### src/hw/rtl/dqd_pkg.sv
`timescale 1ns / 1ps
`default_nettype none
package dqd_pkg;

	// Register indexes on the configuration port
	localparam int CfgAddrW = 3;
	localparam int CfgDataW = 24;
	localparam logic [CfgAddrW-1:0] CFG_INPUT_WIDTH     = 3'd0;
	localparam logic [CfgAddrW-1:0] CFG_INPUT_HEIGHT    = 3'd1;
	localparam logic [CfgAddrW-1:0] CFG_SCALE_X         = 3'd2;
	localparam logic [CfgAddrW-1:0] CFG_SCALE_Y         = 3'd3;
	localparam logic [CfgAddrW-1:0] CFG_SCORE_THRESHOLD = 3'd4;

	localparam logic [12:0] INPUT_WIDTH_RST     = 13'd640;
	localparam logic [12:0] INPUT_HEIGHT_RST    = 13'd640;
	localparam logic [23:0] SCALE_X_RST         = 24'd65536;
	localparam logic [23:0] SCALE_Y_RST         = 24'd65536;
	localparam logic [15:0] SCORE_THRESHOLD_RST = 16'd32768;

	// Best class marker meaning no class seen yet
	localparam logic [7:0] NO_CLASS = 8'hFF;

	// Queue between front and back
	localparam int QDepth = 4;
	localparam int QAddrW = $clog2(QDepth);
	localparam int QCntW  = $clog2(QDepth + 1);

	// round(65536 * sigmoid(k/4)), k = 0..32
	localparam logic [15:0] SIG_TABLE [0:32] = '{
		16'd32768, 16'd36843, 16'd40793, 16'd44511, 16'd47911, 16'd50941, 16'd53581,
		16'd55834, 16'd57724, 16'd59287, 16'd60565, 16'd61598, 16'd62428, 16'd63090,
		16'd63615, 16'd64030, 16'd64357, 16'd64614, 16'd64816, 16'd64974, 16'd65097,
		16'd65194, 16'd65269, 16'd65328, 16'd65374, 16'd65410, 16'd65438, 16'd65459,
		16'd65476, 16'd65489, 16'd65500, 16'd65508, 16'd65514
	};

	typedef struct packed {
		logic signed [15:0] logit;
		logic               last_class;
		logic [15:0]        center_x;
		logic [15:0]        center_y;
		logic [15:0]        box_w;
		logic [15:0]        box_h;
	} in_item_t;

	typedef struct packed {
		logic [6:0]         det_class;
		logic [15:0]        confidence;
		logic signed [15:0] left;
		logic signed [15:0] top;
		logic [14:0]        width_px;
		logic [14:0]        height_px;
	} out_item_t;

	typedef struct packed {
		logic [12:0] input_width;
		logic [12:0] input_height;
		logic [23:0] scale_x;
		logic [23:0] scale_y;
		logic [15:0] score_threshold;
	} cfg_t;

	// One detection waiting for box decode
	typedef struct packed {
		logic [6:0]  det_class;
		logic [15:0] confidence;
		logic [15:0] center_x;
		logic [15:0] center_y;
		logic [15:0] box_w;
		logic [15:0] box_h;
	} job_t;

	typedef enum logic [1:0] {
		BK_IDLE,
		BK_MUL1,
		BK_MUL2,
		BK_FIN
	} back_state_t;

endpackage
`default_nettype wire

### src/hw/rtl/dqd_fifo.sv
`timescale 1ns / 1ps
`default_nettype none
module dqd_fifo (
	input  wire logic                        clk,
	input  wire logic                        arst_n,
	input  wire logic                        push,
	input  wire dqd_pkg::job_t               push_data,
	input  wire logic                        pop,
	output dqd_pkg::job_t                    head,
	output logic                             empty,
	output logic [dqd_pkg::QCntW-1:0]        count
);

	dqd_pkg::job_t                  mem_q [dqd_pkg::QDepth];
	logic [dqd_pkg::QAddrW-1:0]     wr_ptr_q;
	logic [dqd_pkg::QAddrW-1:0]     rd_ptr_q;
	logic [dqd_pkg::QCntW-1:0]      count_q;

	always_ff @(posedge clk) begin
		if (push) begin
			mem_q[wr_ptr_q] <= push_data;
		end
	end

	always_ff @(posedge clk or negedge arst_n) begin
		if (!arst_n) begin
			wr_ptr_q <= '0;
			rd_ptr_q <= '0;
			count_q  <= '0;
		end else begin
			if (push) begin
				wr_ptr_q <= wr_ptr_q + 1'b1;
			end
			if (pop) begin
				rd_ptr_q <= rd_ptr_q + 1'b1;
			end
			case ({push, pop})
				2'b10:   count_q <= count_q + 1'b1;
				2'b01:   count_q <= count_q - 1'b1;
				default: count_q <= count_q;
			endcase
		end
	end

	assign head  = mem_q[rd_ptr_q];
	assign empty = (count_q == '0);
	assign count = count_q;

endmodule
`default_nettype wire

### config.mk
export PLATFORM = sky130hd
export DESIGN_NAME = dqd_fifo
export DESIGN_NICKNAME = d
export VERILOG_FILES = /design/src/hw/rtl/dqd_pkg.sv /design/src/hw/rtl/dqd_fifo.sv
export SDC_FILE = /design/constraint.sdc
export NUM_CORES = 1
export LEC_CHECK = 0
export BUFFER_PORTS_ARGS = -buffer_cell sky130_fd_sc_hd__clkbuf_2
export CELL_PAD_IN_SITES_DETAIL_PLACEMENT = 1
export CELL_PAD_IN_SITES_GLOBAL_PLACEMENT = 1
export CORE_MARGIN = 8
export CORE_UTILIZATION = 54
export CTS_CLUSTER_SIZE = 28
export DETAILED_ROUTE_END_ITERATION = 8
export GPL_TIMING_DRIVEN = 0
export HOLD_SLACK_MARGIN = 0.06
export MAX_ROUTING_LAYER = met4
export PLACE_DENSITY = 0.87
export SLEW_MARGIN = 30
export SYNTH_ARGS = -nofsm -noshare
export SYNTH_HDL_FRONTEND = slang
export SYNTH_SLANG_ARGS = --single-unit
### constraint.sdc
create_clock -name clk -period 6.55 [get_ports clk]
set_clock_uncertainty 0.2 [all_clocks]
set_input_delay 0.3275 -clock clk [delete_from_list [all_inputs] [get_ports clk]]
set_output_delay 0.3275 -clock clk [all_outputs]
set_load 0.01 [all_outputs]
==> metrics <==
biggest area consumer among synthesized cells=sky130_fd_sc_hd__edfxtp_1; post-synthesis cell area=~13,000 µm²; max cap viols=0; # clock sinks=around 360; leakage power of the design=between 0.005 and 0.006 µW; most instantiated flip-flop cell in the synthesis netlist=sky130_fd_sc_hd__edfxtp_1; initial antenna violation count=1; average wire length per cell after detail routing=roughly 28 µm; yosys warns=0; maximum net fanout on the critical path=10; run status=complete, no violations; setup repair after global routing missed its margin=no; detailed placement HPWL=about 19,000 µm; most frequent cell on the critical path=sky130_fd_sc_hd__buf_2; total of cells resized after clock tree synthesis=0; count of different cell masters after synthesis=19; area of the die=29,160 µm²; flip-flop and latch count after synthesis=roughly 360; amount of wire on met3 after detailed routing=approximately 1800 µm; width of the die=around 170 µm; per-instance average area after synthesis=between 20 and 30 µm²; # rows=56; sequential area share after synthesis=0.8214; area added between synthesis and finish=27.30%; last weighted congestion value of the routability-driven placer=roughly 0.73; top post-synthesis cells by count=sky130_fd_sc_hd__edfxtp_1 (348), sky130_fd_sc_hd__mux4_2 (87), sky130_fd_sc_hd__buf_2 (7), sky130_fd_sc_hd__dfrtp_1 (7), sky130_fd_sc_hd__inv_1 (6); initial core utilization=0.5511; total global routing track utilization=0.2283; maximum count of clock buffers along a single path=3; routed length on met1=between 10,000 and 15,000 µm; remaining antenna violation count=0; final routed DRC violation total=0; largest net degree at the start of global routing=33; Post-synth EDFFs=between 300 and 400; cell with the most instances after synthesis=sky130_fd_sc_hd__edfxtp_1; Setup Slack @ Placement=around 4.2 ns; vertical die dimension=around 170 µm; PD cells=~450 nW/µm²; core occupancy in the finished layout=0.7015; Worst IR Drop VDD=0.0002780 V; clock-pin transition on the worst setup and hold timing paths=about 0.05 ns; CTS tree=done; via/cell ratio=5.594; highest-delay cell along the critical path=sky130_fd_sc_hd__mux4_2; arrival time at the worst endpoint=about 2.4 ns; fin crit period=between 2 and 3 ns; number of buffers created by CTS=37; top post-synthesis cells by area=sky130_fd_sc_hd__edfxtp_1 (81%), sky130_fd_sc_hd__mux4_2 (15%), sky130_fd_sc_hd__dfrtp_1 (1.4%); Tightest Pin Transition=0.8552 ns; vias in the first global route=between 7,000 and 8,000; share of Yosys cell area claimed by the top area cell type=0.8079; final wirelength=31,850 µm; cell area after layout=between 15,000 and 20,000 µm²; number of DRC violations after detailed-routing iteration 0=about 480; share of layout cells above drive strength 1=0.4094; top routing layer used=met4; wire length of the first global-routing pass=approximately 47,000 µm; Critical Path Sink Type=primary output; proportion of register bits with asynchronous set or reset after synthesis=0.01972; standard cell area after detailed placement=approximately 14,000 µm²; path type of the worst min-delay path=flip-flop to flip-flop; timing-limited maximum frequency=around 0.34 GHz; longest individual stage delay on the worst path=roughly 0.42 ns; startpoint kind of the worst setup timing path=flip-flop; final period utilization=0.4427; first-pass detailed-route iteration total=5; instance count of the mapped netlist=491; deepest level of the CTS H-tree=2; met2 wire len=17,500 µm; area inside the core boundary=between 20,000 and 25,000 µm²; net count after synthesis=roughly 590; Max Slew Vio Count=0; via count=6,450; CTS Root Buffer Type=sky130_fd_sc_hd__clkbuf_16; r2r worst-path depth=5; ordered cell list for the critical path=buf_2 -> buf_2 -> buf_2 -> mux4_2 -> clkbuf_2; worst relative slew slack=0.4299; CP Data Required Time=around 6.0 ns; Critical Setup Path Class=flip-flop to primary output; total number of nets in the final design=slightly above 900; total overflow reported by the global router=0; final setup margin=3.651 ns; hold depth=1; Setup violations, final=0; accumulated negative setup slack=0 ns; count of buffers from port buffering=181; latest clock arrival within the worst-skew pair=between 0.4 and 0.5 ns; I/O pin count=around 180; hold violation total from the final report=0
## registers in the layout (all words and copies together) (netlist names)
register and flops:
wr_ptr_q 2, rd_ptr_q 2, count 3, mem_q 348
## report_power, final
group | switching (µW) | leakage, µW | total [µW] | internal [µW]
sequential | 128 | 0.00328 | 3100 | 2970
clock | 813 | 0.000554 | 2010 | 1200
combinational | 1240 | 0.00196 | 2230 | 992
## critical path, delay by kind of cell, from the launching register on
kind	cells	cell delay, ns
buffers and inverters	4	1.14
muxes	1	0.42
DFF	1	0.32
## worst paths after layout
| kind | start | endpoint | slack (ns) |
|---|---|---|---|
| min | count[2]$_DFFE_PN0P_ | count[2]$_DFFE_PN0P_ | 0.32 |
| min reg2reg | count[2]$_DFFE_PN0P_ | count[2]$_DFFE_PN0P_ | 0.32 |
| max reg2reg | wr_ptr_q[0]$_DFFE_PN0P_ | mem_q[2][24]$_DFFE_PP_ | 4.26 |
| max in group asynchronous | arst_n | wr_ptr_q[1]$_DFFE_PN0P_ | 5.20 |
| max | rd_ptr_q[1]$_DFFE_PN0P_ | head[57] | 3.65 |
| min in group asynchronous | arst_n | count[0]$_DFFE_PN0P_ | 0.67 |
## routing by layer
| metal | GRT usage | up-vias |
|---|---|---|
| met3 | 0.03826 | 49 |
| met1 | 0.2663 | 3407 |
| met4 | 0.06445 | 0 |
| met2 | 0.4051 | 241 |
| met5 | - | - |
| li1 | - | 2753 |
## final cells by class
cell class / count / area [µm²]
flip-flops and latches: 355 / 10630
fillers: 1855 / 7007
multi-input cells: 110 / 2160
repair buffers: 280 / 1977
clock buffers: 46 / 969.7
well taps: 319 / 399.1
clock inverters: 16 / 172.7
plain buffers: 20 / 137.6
inverters: 6 / 22.52
diodes: 1 / 2.502
## per-stage QoR
stage	hold WS (ns)	total power (µW)	std cells
2_1_floorplan	-0.1681	4424	491
3_3_place_gp	-0.03391	5185	991
3_5_place_dp	-0.02219	5314	999
4_1_cts	0.3130	7367	1152
5_1_grt	0.3432	7628	1153
6_report	0.3226	7347	1153
## cells by family after synthesis
kind of cell / count (synthesis) / synth area share
flops: 355 / 0.8214
fa+ha+maj: 6 / 0.006384
simple gates: 9 / 0.003481
xor+xnor: 6 / 0.004063
buf+inv: 26 / 0.01238
compound gates: 2 / 0.0007739
mux: 87 / 0.1515
## what timing repair did
item	4_1_cts	5_1_grt
hold buffers	91	0
setup buffers	0	0
hold endpoints to repair	359	0
## cells in the final DEF, fill, tap and decap left out
cell type,count
sky130_fd_sc_hd__and2_4,4
sky130_fd_sc_hd__clkinv_2,3
sky130_fd_sc_hd__clkinvlp_4,1
sky130_fd_sc_hd__diode_2,1
sky130_fd_sc_hd__clkbuf_1,13
sky130_fd_sc_hd__inv_1,6
sky130_fd_sc_hd__bufinv_16,4
sky130_fd_sc_hd__buf_2,7
sky130_fd_sc_hd__nor2_1,1
sky130_fd_sc_hd__buf_8,1
sky130_fd_sc_hd__xor2_1,4
sky130_fd_sc_hd__buf_6,1
sky130_fd_sc_hd__clkbuf_8,1
sky130_fd_sc_hd__fa_1,1
sky130_fd_sc_hd__nand2_1,3
sky130_fd_sc_hd__ha_1,5
sky130_fd_sc_hd__dfrtp_1,7
sky130_fd_sc_hd__mux4_2,87
sky130_fd_sc_hd__clkbuf_16,37
sky130_fd_sc_hd__edfxtp_1,348
sky130_fd_sc_hd__o21ai_0,2
sky130_fd_sc_hd__dlygate4sd3_1,91
sky130_fd_sc_hd__clkbuf_2,181
sky130_fd_sc_hd__xnor2_1,2
sky130_fd_sc_hd__clkinv_1,8
sky130_fd_sc_hd__buf_4,5
sky130_fd_sc_hd__nor3_1,1
sky130_fd_sc_hd__buf_12,9
Note: power is estimated with default switching activity, not from simulation.
