--- src/hw/rtl/dqd_pkg.sv ---
`timescale 1ns / 1ps
`default_nettype none
package dqd_pkg;

	// Register indexes on the configuration port
	localparam int CfgAddrW = 3;
	localparam int CfgDataW = 24;
	localparam logic [CfgAddrW-1:0] CFG_INPUT_WIDTH     = 3'd0;
	localparam logic [CfgAddrW-1:0] CFG_INPUT_HEIGHT    = 3'd1;
	localparam logic [CfgAddrW-1:0] CFG_SCALE_X         = 3'd2;
	localparam logic [CfgAddrW-1:0] CFG_SCALE_Y         = 3'd3;
	localparam logic [CfgAddrW-1:0] CFG_SCORE_THRESHOLD = 3'd4;

	localparam logic [12:0] INPUT_WIDTH_RST     = 13'd640;
	localparam logic [12:0] INPUT_HEIGHT_RST    = 13'd640;
	localparam logic [23:0] SCALE_X_RST         = 24'd65536;
	localparam logic [23:0] SCALE_Y_RST         = 24'd65536;
	localparam logic [15:0] SCORE_THRESHOLD_RST = 16'd32768;

	// Best class marker meaning no class seen yet
	localparam logic [7:0] NO_CLASS = 8'hFF;

	// Queue between front and back
	localparam int QDepth = 4;
	localparam int QAddrW = $clog2(QDepth);
	localparam int QCntW  = $clog2(QDepth + 1);

	// round(65536 * sigmoid(k/4)), k = 0..32
	localparam logic [15:0] SIG_TABLE [0:32] = '{
		16'd32768, 16'd36843, 16'd40793, 16'd44511, 16'd47911, 16'd50941, 16'd53581,
		16'd55834, 16'd57724, 16'd59287, 16'd60565, 16'd61598, 16'd62428, 16'd63090,
		16'd63615, 16'd64030, 16'd64357, 16'd64614, 16'd64816, 16'd64974, 16'd65097,
		16'd65194, 16'd65269, 16'd65328, 16'd65374, 16'd65410, 16'd65438, 16'd65459,
		16'd65476, 16'd65489, 16'd65500, 16'd65508, 16'd65514
	};

	typedef struct packed {
		logic signed [15:0] logit;
		logic               last_class;
		logic [15:0]        center_x;
		logic [15:0]        center_y;
		logic [15:0]        box_w;
		logic [15:0]        box_h;
	} in_item_t;

	typedef struct packed {
		logic [6:0]         det_class;
		logic [15:0]        confidence;
		logic signed [15:0] left;
		logic signed [15:0] top;
		logic [14:0]        width_px;
		logic [14:0]        height_px;
	} out_item_t;

	typedef struct packed {
		logic [12:0] input_width;
		logic [12:0] input_height;
		logic [23:0] scale_x;
		logic [23:0] scale_y;
		logic [15:0] score_threshold;
	} cfg_t;

	// One detection waiting for box decode
	typedef struct packed {
		logic [6:0]  det_class;
		logic [15:0] confidence;
		logic [15:0] center_x;
		logic [15:0] center_y;
		logic [15:0] box_w;
		logic [15:0] box_h;
	} job_t;

	typedef enum logic [1:0] {
		BK_IDLE,
		BK_MUL1,
		BK_MUL2,
		BK_FIN
	} back_state_t;

endpackage
`default_nettype wire

--- src/hw/rtl/dqd_front.sv ---
`timescale 1ns / 1ps
`default_nettype none
module dqd_front #(
	parameter int MAX_CLASSES = 128
) (
	input  wire logic                        clk,
	input  wire logic                        arst_n,
	input  wire logic                        item_valid,
	output logic                             item_stall,
	input  wire dqd_pkg::in_item_t           item,
	input  wire logic [15:0]                 score_threshold,
	input  wire logic [dqd_pkg::QCntW-1:0]   q_count,
	output logic                             push,
	output dqd_pkg::job_t                    push_data
);

	localparam int CntW = $clog2(MAX_CLASSES + 1);

	// Stage 1: table lookup
	logic        valid_s1;
	logic        last_s1;
	logic        neg_s1;
	logic [15:0] base_s1;
	logic [15:0] diff_s1;
	logic [5:0]  frac_s1;
	logic [15:0] cx_s1, cy_s1, bw_s1, bh_s1;

	// Stage 2: interpolated score
	logic        valid_s2;
	logic        last_s2;
	logic [15:0] score_s2;
	logic [15:0] cx_s2, cy_s2, bw_s2, bh_s2;

	// Running query state
	logic [15:0]     best_score_q;
	logic [7:0]      best_class_q;
	logic [CntW-1:0] count_q;

	logic        accept;
	logic [16:0] mag;
	logic        sat;
	logic [5:0]  idx;
	logic [15:0] lo_val, hi_val;
	logic [21:0] interp;
	logic [15:0] s_val;
	logic [15:0] score;
	logic [1:0]  lasts_in_flight;
	logic        in_range;
	logic        better;
	logic [15:0] nxt_score;
	logic [7:0]  nxt_class;

	// Reserve a queue slot for every last item in flight
	assign lasts_in_flight = {1'b0, valid_s1 & last_s1} + {1'b0, valid_s2 & last_s2};
	assign item_stall = ({1'b0, q_count} + (dqd_pkg::QCntW + 1)'(lasts_in_flight))
		>= (dqd_pkg::QCntW + 1)'(dqd_pkg::QDepth);
	assign accept = item_valid & ~item_stall;

	assign mag    = item.logit[15] ? (17'd0 - {item.logit[15], item.logit})
		: {1'b0, item.logit};
	assign sat    = |mag[16:11];
	assign idx    = {1'b0, mag[10:6]};
	assign lo_val = dqd_pkg::SIG_TABLE[idx];
	assign hi_val = dqd_pkg::SIG_TABLE[idx + 6'd1];

	always_ff @(posedge clk) begin
		if (accept) begin
			last_s1 <= item.last_class;
			neg_s1  <= item.logit[15];
			base_s1 <= sat ? dqd_pkg::SIG_TABLE[32] : lo_val;
			diff_s1 <= sat ? 16'd0 : (hi_val - lo_val);
			frac_s1 <= mag[5:0];
			cx_s1   <= item.center_x;
			cy_s1   <= item.center_y;
			bw_s1   <= item.box_w;
			bh_s1   <= item.box_h;
		end
		if (valid_s1) begin
			last_s2  <= last_s1;
			score_s2 <= score;
			cx_s2    <= cx_s1;
			cy_s2    <= cy_s1;
			bw_s2    <= bw_s1;
			bh_s2    <= bh_s1;
		end
	end

	assign interp = diff_s1 * frac_s1;
	assign s_val  = base_s1 + interp[21:6];
	assign score  = neg_s1 ? 16'(17'h10000 - {1'b0, s_val}) : s_val;

	// First strictly larger score wins
	assign in_range  = count_q < CntW'(MAX_CLASSES);
	assign better    = in_range && (score_s2 > best_score_q);
	assign nxt_score = better ? score_s2 : best_score_q;
	assign nxt_class = better ? 8'(count_q) : best_class_q;

	assign push = valid_s2 && last_s2 && (nxt_class != dqd_pkg::NO_CLASS)
		&& (nxt_class != 8'd0) && (nxt_score >= score_threshold);

	always_comb begin
		push_data.det_class  = 7'(nxt_class - 8'd1);
		push_data.confidence = nxt_score;
		push_data.center_x   = cx_s2;
		push_data.center_y   = cy_s2;
		push_data.box_w      = bw_s2;
		push_data.box_h      = bh_s2;
	end

	always_ff @(posedge clk or negedge arst_n) begin
		if (!arst_n) begin
			valid_s1     <= 1'b0;
			valid_s2     <= 1'b0;
			best_score_q <= '0;
			best_class_q <= dqd_pkg::NO_CLASS;
			count_q      <= '0;
		end else begin
			valid_s1 <= accept;
			valid_s2 <= valid_s1;
			if (valid_s2) begin
				if (last_s2) begin
					// end of query: drop the running maximum
					best_score_q <= '0;
					best_class_q <= dqd_pkg::NO_CLASS;
					count_q      <= '0;
				end else begin
					best_score_q <= nxt_score;
					best_class_q <= nxt_class;
					if (in_range) begin
						count_q <= count_q + 1'b1;
					end
				end
			end
		end
	end

endmodule
`default_nettype wire

--- config.mk ---
export PLATFORM = sky130hd
export DESIGN_NAME = dqd_front
export DESIGN_NICKNAME = d
export VERILOG_FILES = /design/src/hw/rtl/dqd_pkg.sv /design/src/hw/rtl/dqd_front.sv
export SDC_FILE = /design/constraint.sdc
export NUM_CORES = 1
export LEC_CHECK = 0
export BUFFER_PORTS_ARGS = -buffer_cell sky130_fd_sc_hd__buf_2
export CORE_MARGIN = 2
export CORE_UTILIZATION = 35
export CTS_CLUSTER_DIAMETER = 200
export DETAILED_ROUTE_END_ITERATION = 8
export SYNTH_ARGS = -nofsm -noshare
export SYNTH_HDL_FRONTEND = slang
export SYNTH_SLANG_ARGS = --single-unit
--- constraint.sdc ---
create_clock -name clk -period 18.51 [get_ports clk]
set_input_delay 2.7765 -clock clk [delete_from_list [all_inputs] [get_ports clk]]
set_output_delay 2.7765 -clock clk [all_outputs]
set_load 0.01 [all_outputs]
==> out/results.tsv <==
metric	value	unit
area_growth	16.7	%
die_h	207	um
critPathTopFamily	compound AO/OA/AOI/OAI gates	
die_width	207	um
die-area	42700	um2
path_max_fanout	37	
fin_worst_skew	0.0373	ns
nNetsFinal	1806	
layout_commonest_cell	buf_2	
core_area	40600	um2
numCtsBuffers	25	
grt_pass1_wl	52.5	mm
drtIter0Drc	755	
fillers	3895	
detail_route.vias_per_cell	5.00	
outcome	completed	
finalCritPeriodShare	49.0	%
cts_hold_buf	0	
power.density	160	nW/um2
grt_pass1_vias	10253	
grt_start_max_net_pins	83	
fin_hold_ws	0.392	ns
slowest_delay	0.70	ns
yosysWarnings	0	
drv_slew	0	
critical_path.cell_chain	buf_2 > inv_1 > ha_1 > or4b_4 > o21ai_0 > xnor2_1 > ha_1 > inv_1 > ha_1 > buf_4 > mux4_2 > o221ai_1 > ha_1 > inv_1 > fa_1 > a21o_1 > a21oi_1 > o21ai_0 > a2111oi_0 > o31ai_1 > a21o_1 > a21oi_1 > xor2_1 > nor2_1	
crit_path_start_kind	primary input	
ctsRootBufferMaster	clkbuf_16	
drv_cap	0	
wl	33.4	mm
p_seq_share	25.6	%
pwr-share-comb	56.0	%
worstPathArrival	9.37	ns
cts_resized	0	
synthFlopType	edfxtp_1	
wl_per_cell	16.0	um
synth_edf_count	184	
ant_nets	0	
fmax	110	MHz
reg2reg_depth	24	
final-hold-violation-count	0	
drive_gt1_share	19.1	%
cp_slowest_cell	a2111oi_0	
drc	0	
ys_ff_latch	218	
cts_setup_buffers	0	
antenna_found_initial	0	
synthArstFlopShare	15.6	%
peakVddDrop	75.9	uV
p_int	1570	uW
cp_num_buf_inv	5	
required	18.81	ns
synth_area	14400	um2
power_frac_clock	18.4	%
cpMostUsedCell	ha_1	
grt_usage	15.2	%
cts_tree	yes	
place.gp.congestion	0.853	
firstDrtPassIters	5	
io_pins	192	
ys_types	82	
vias	10427	
relSlewSlack	29.2	%
path_clk_slew	0.06	ns
crit_cells	24	
insertion_delay	0.55	ns
row_count	74	
initial_core_util	35.3	%
grt_setup_unrepaired	false	
setup_viol	0	
p_leak	0.00705	uW
tightest_slew	1.06	ns
ys_seq_area_share	44.5	%
swShare	41.5	%
power_switching	1110	uW
cts_sinks	218	
syn_inst	1348	
path_class	in -> reg	
holdPathStages	0	
htree_levels	1	
diodes	0	
mostFrequentLayoutCells	buf_2 (191), edfxtp_1 (184), nand2_1 (128), inv_1 (125), ha_1 (110)	
cts.path.max_buffers	3	
dp_hpwl	25.7	mm
fin_crit	9.07	ns
tns	0	ns
worstSetupEndpointType	flip-flop	
port_buffers	191	
grt_overflow	0	
avgSynthCellArea	10.7	um2
worstHoldPathType	reg -> reg	
syn-num-nets	1619	
==> state kept, by name (all words and copies together) (netlist names) <==
register,cells
score_s2,16
base_s1,15
best_score_q,16
bh_s1,16
best_class_q,8
cx_s1,16
valid_s2,1
cx_s2,16
last_s1,1
count_q,8
neg_s1,1
cy_s1,16
frac_s1,6
bw_s2,16
bh_s2,16
bw_s1,16
last_s2,1
valid_s1,1
cy_s2,16
diff_s1,16
==> Yosys cell counts (all sizes together), types with 5 or more instances <==
cell type	instances	share of area, %
edfxtp	184	38
nand2	128	3.3
inv	125	3.3
ha	110	9.6
nor2	103	2.7
o21ai	75	2.6
and2	74	3.2
a21oi	72	2.5
fa	58	8.1
xnor2	45	2.8
clkbuf	33	0.86
dfrtp	26	4.5
nor3	24	0.87
xor2	24	1.5
a21o	23	1.2
nand3	21	0.77
mux2	18	1.4
o211ai	15	0.82
nor2b	12	0.52
or3	11	0.48
and3	10	0.44
buf	10	0.39
nand2b	10	0.44
o31ai	10	0.65
a31oi	9	0.39
nand4	9	0.39
a211oi	8	0.45
dfstp	8	1.5
nor4	8	0.35
o21a	8	0.42
o22a	6	0.37
a311oi	5	0.30
==> stage by stage <==
step / area (um2) / cells / utilization [%] / setup WS, ns / total power (uW)
floorplan: 14400 / 1348 / - / 10.20 / 1820
detailed placement: 15900 / 2040 / 39.2 / 8.97 / 2200
global placement: 15900 / 2040 / 39.2 / 9.18 / 2170
CTS: 16800 / 2086 / 41.3 / 9.54 / 2710
finish: 16800 / 2086 / 41.3 / 9.44 / 2680
global route: 16800 / 2086 / 41.3 / 9.01 / 2920
==> area by class of cell <==
cell class / count / area (um2) / area share (%)
multi-input cells: 960 / 7360 / 43.9
flip-flops and latches: 218 / 6390 / 38.1
repair buffers: 203 / 1050 / 6.24
clock buffers: 32 / 672 / 4.01
well taps: 532 / 666 / 3.97
inverters: 127 / 477 / 2.84
clock inverters: 14 / 155 / 0.925
==> per-layer routing <==
metal / share of wire [%] / global-route usage (%) / vias to the layer above / wire, um
li1: - / - / 5117 / -
met2: 48 / 26.5 / 264 / 16000
met5: 0 / 0 / - / 0
met3: 6.3 / 2.48 / 54 / 2090
met4: 1.7 / 3.65 / 0 / 574
met1: 44 / 19.8 / 4992 / 14700
==> power by group through the flow <==
| stage | clock, uW | combinational [uW] | sequential (uW) |
|---|---|---|---|
| finish | 492 | 1500 | 686 |
| floorplan | 0 | 1130 | 684 |
| global route | 527 | 1700 | 694 |
| CTS | 509 | 1510 | 685 |
| detailed placement | 0 | 1500 | 695 |
| global placement | 0 | 1470 | 693 |
==> final timing paths <==
kind                       startpoint         endpoint  slack [ns]
min in group asynchronous      arst_n  best_score_q[1]        2.32
max in group asynchronous      arst_n         valid_s1       15.57
hold / removal               cx_s1[6]         cx_s2[6]        0.39
hold reg to reg              cx_s1[6]         cx_s2[6]        0.39
setup / recovery             item[66]      diff_s1[12]        9.44
setup reg to reg           frac_s1[5]     score_s2[15]       11.18
==> cells by family after synthesis <==
| family | Yosys count | synth area share, % |
|---|---|---|
| AOI/OAI and AO/OA | 269 | 12.2 |
| adders and majority gates | 168 | 17.7 |
| xor gates and xnor gates | 69 | 4.36 |
| DFF | 218 | 44.5 |
| and+or+nand+nor | 430 | 14.7 |
| buffers and inverters | 170 | 4.57 |
| muxes | 24 | 2.03 |
Power figures use the tool's default switching activity.
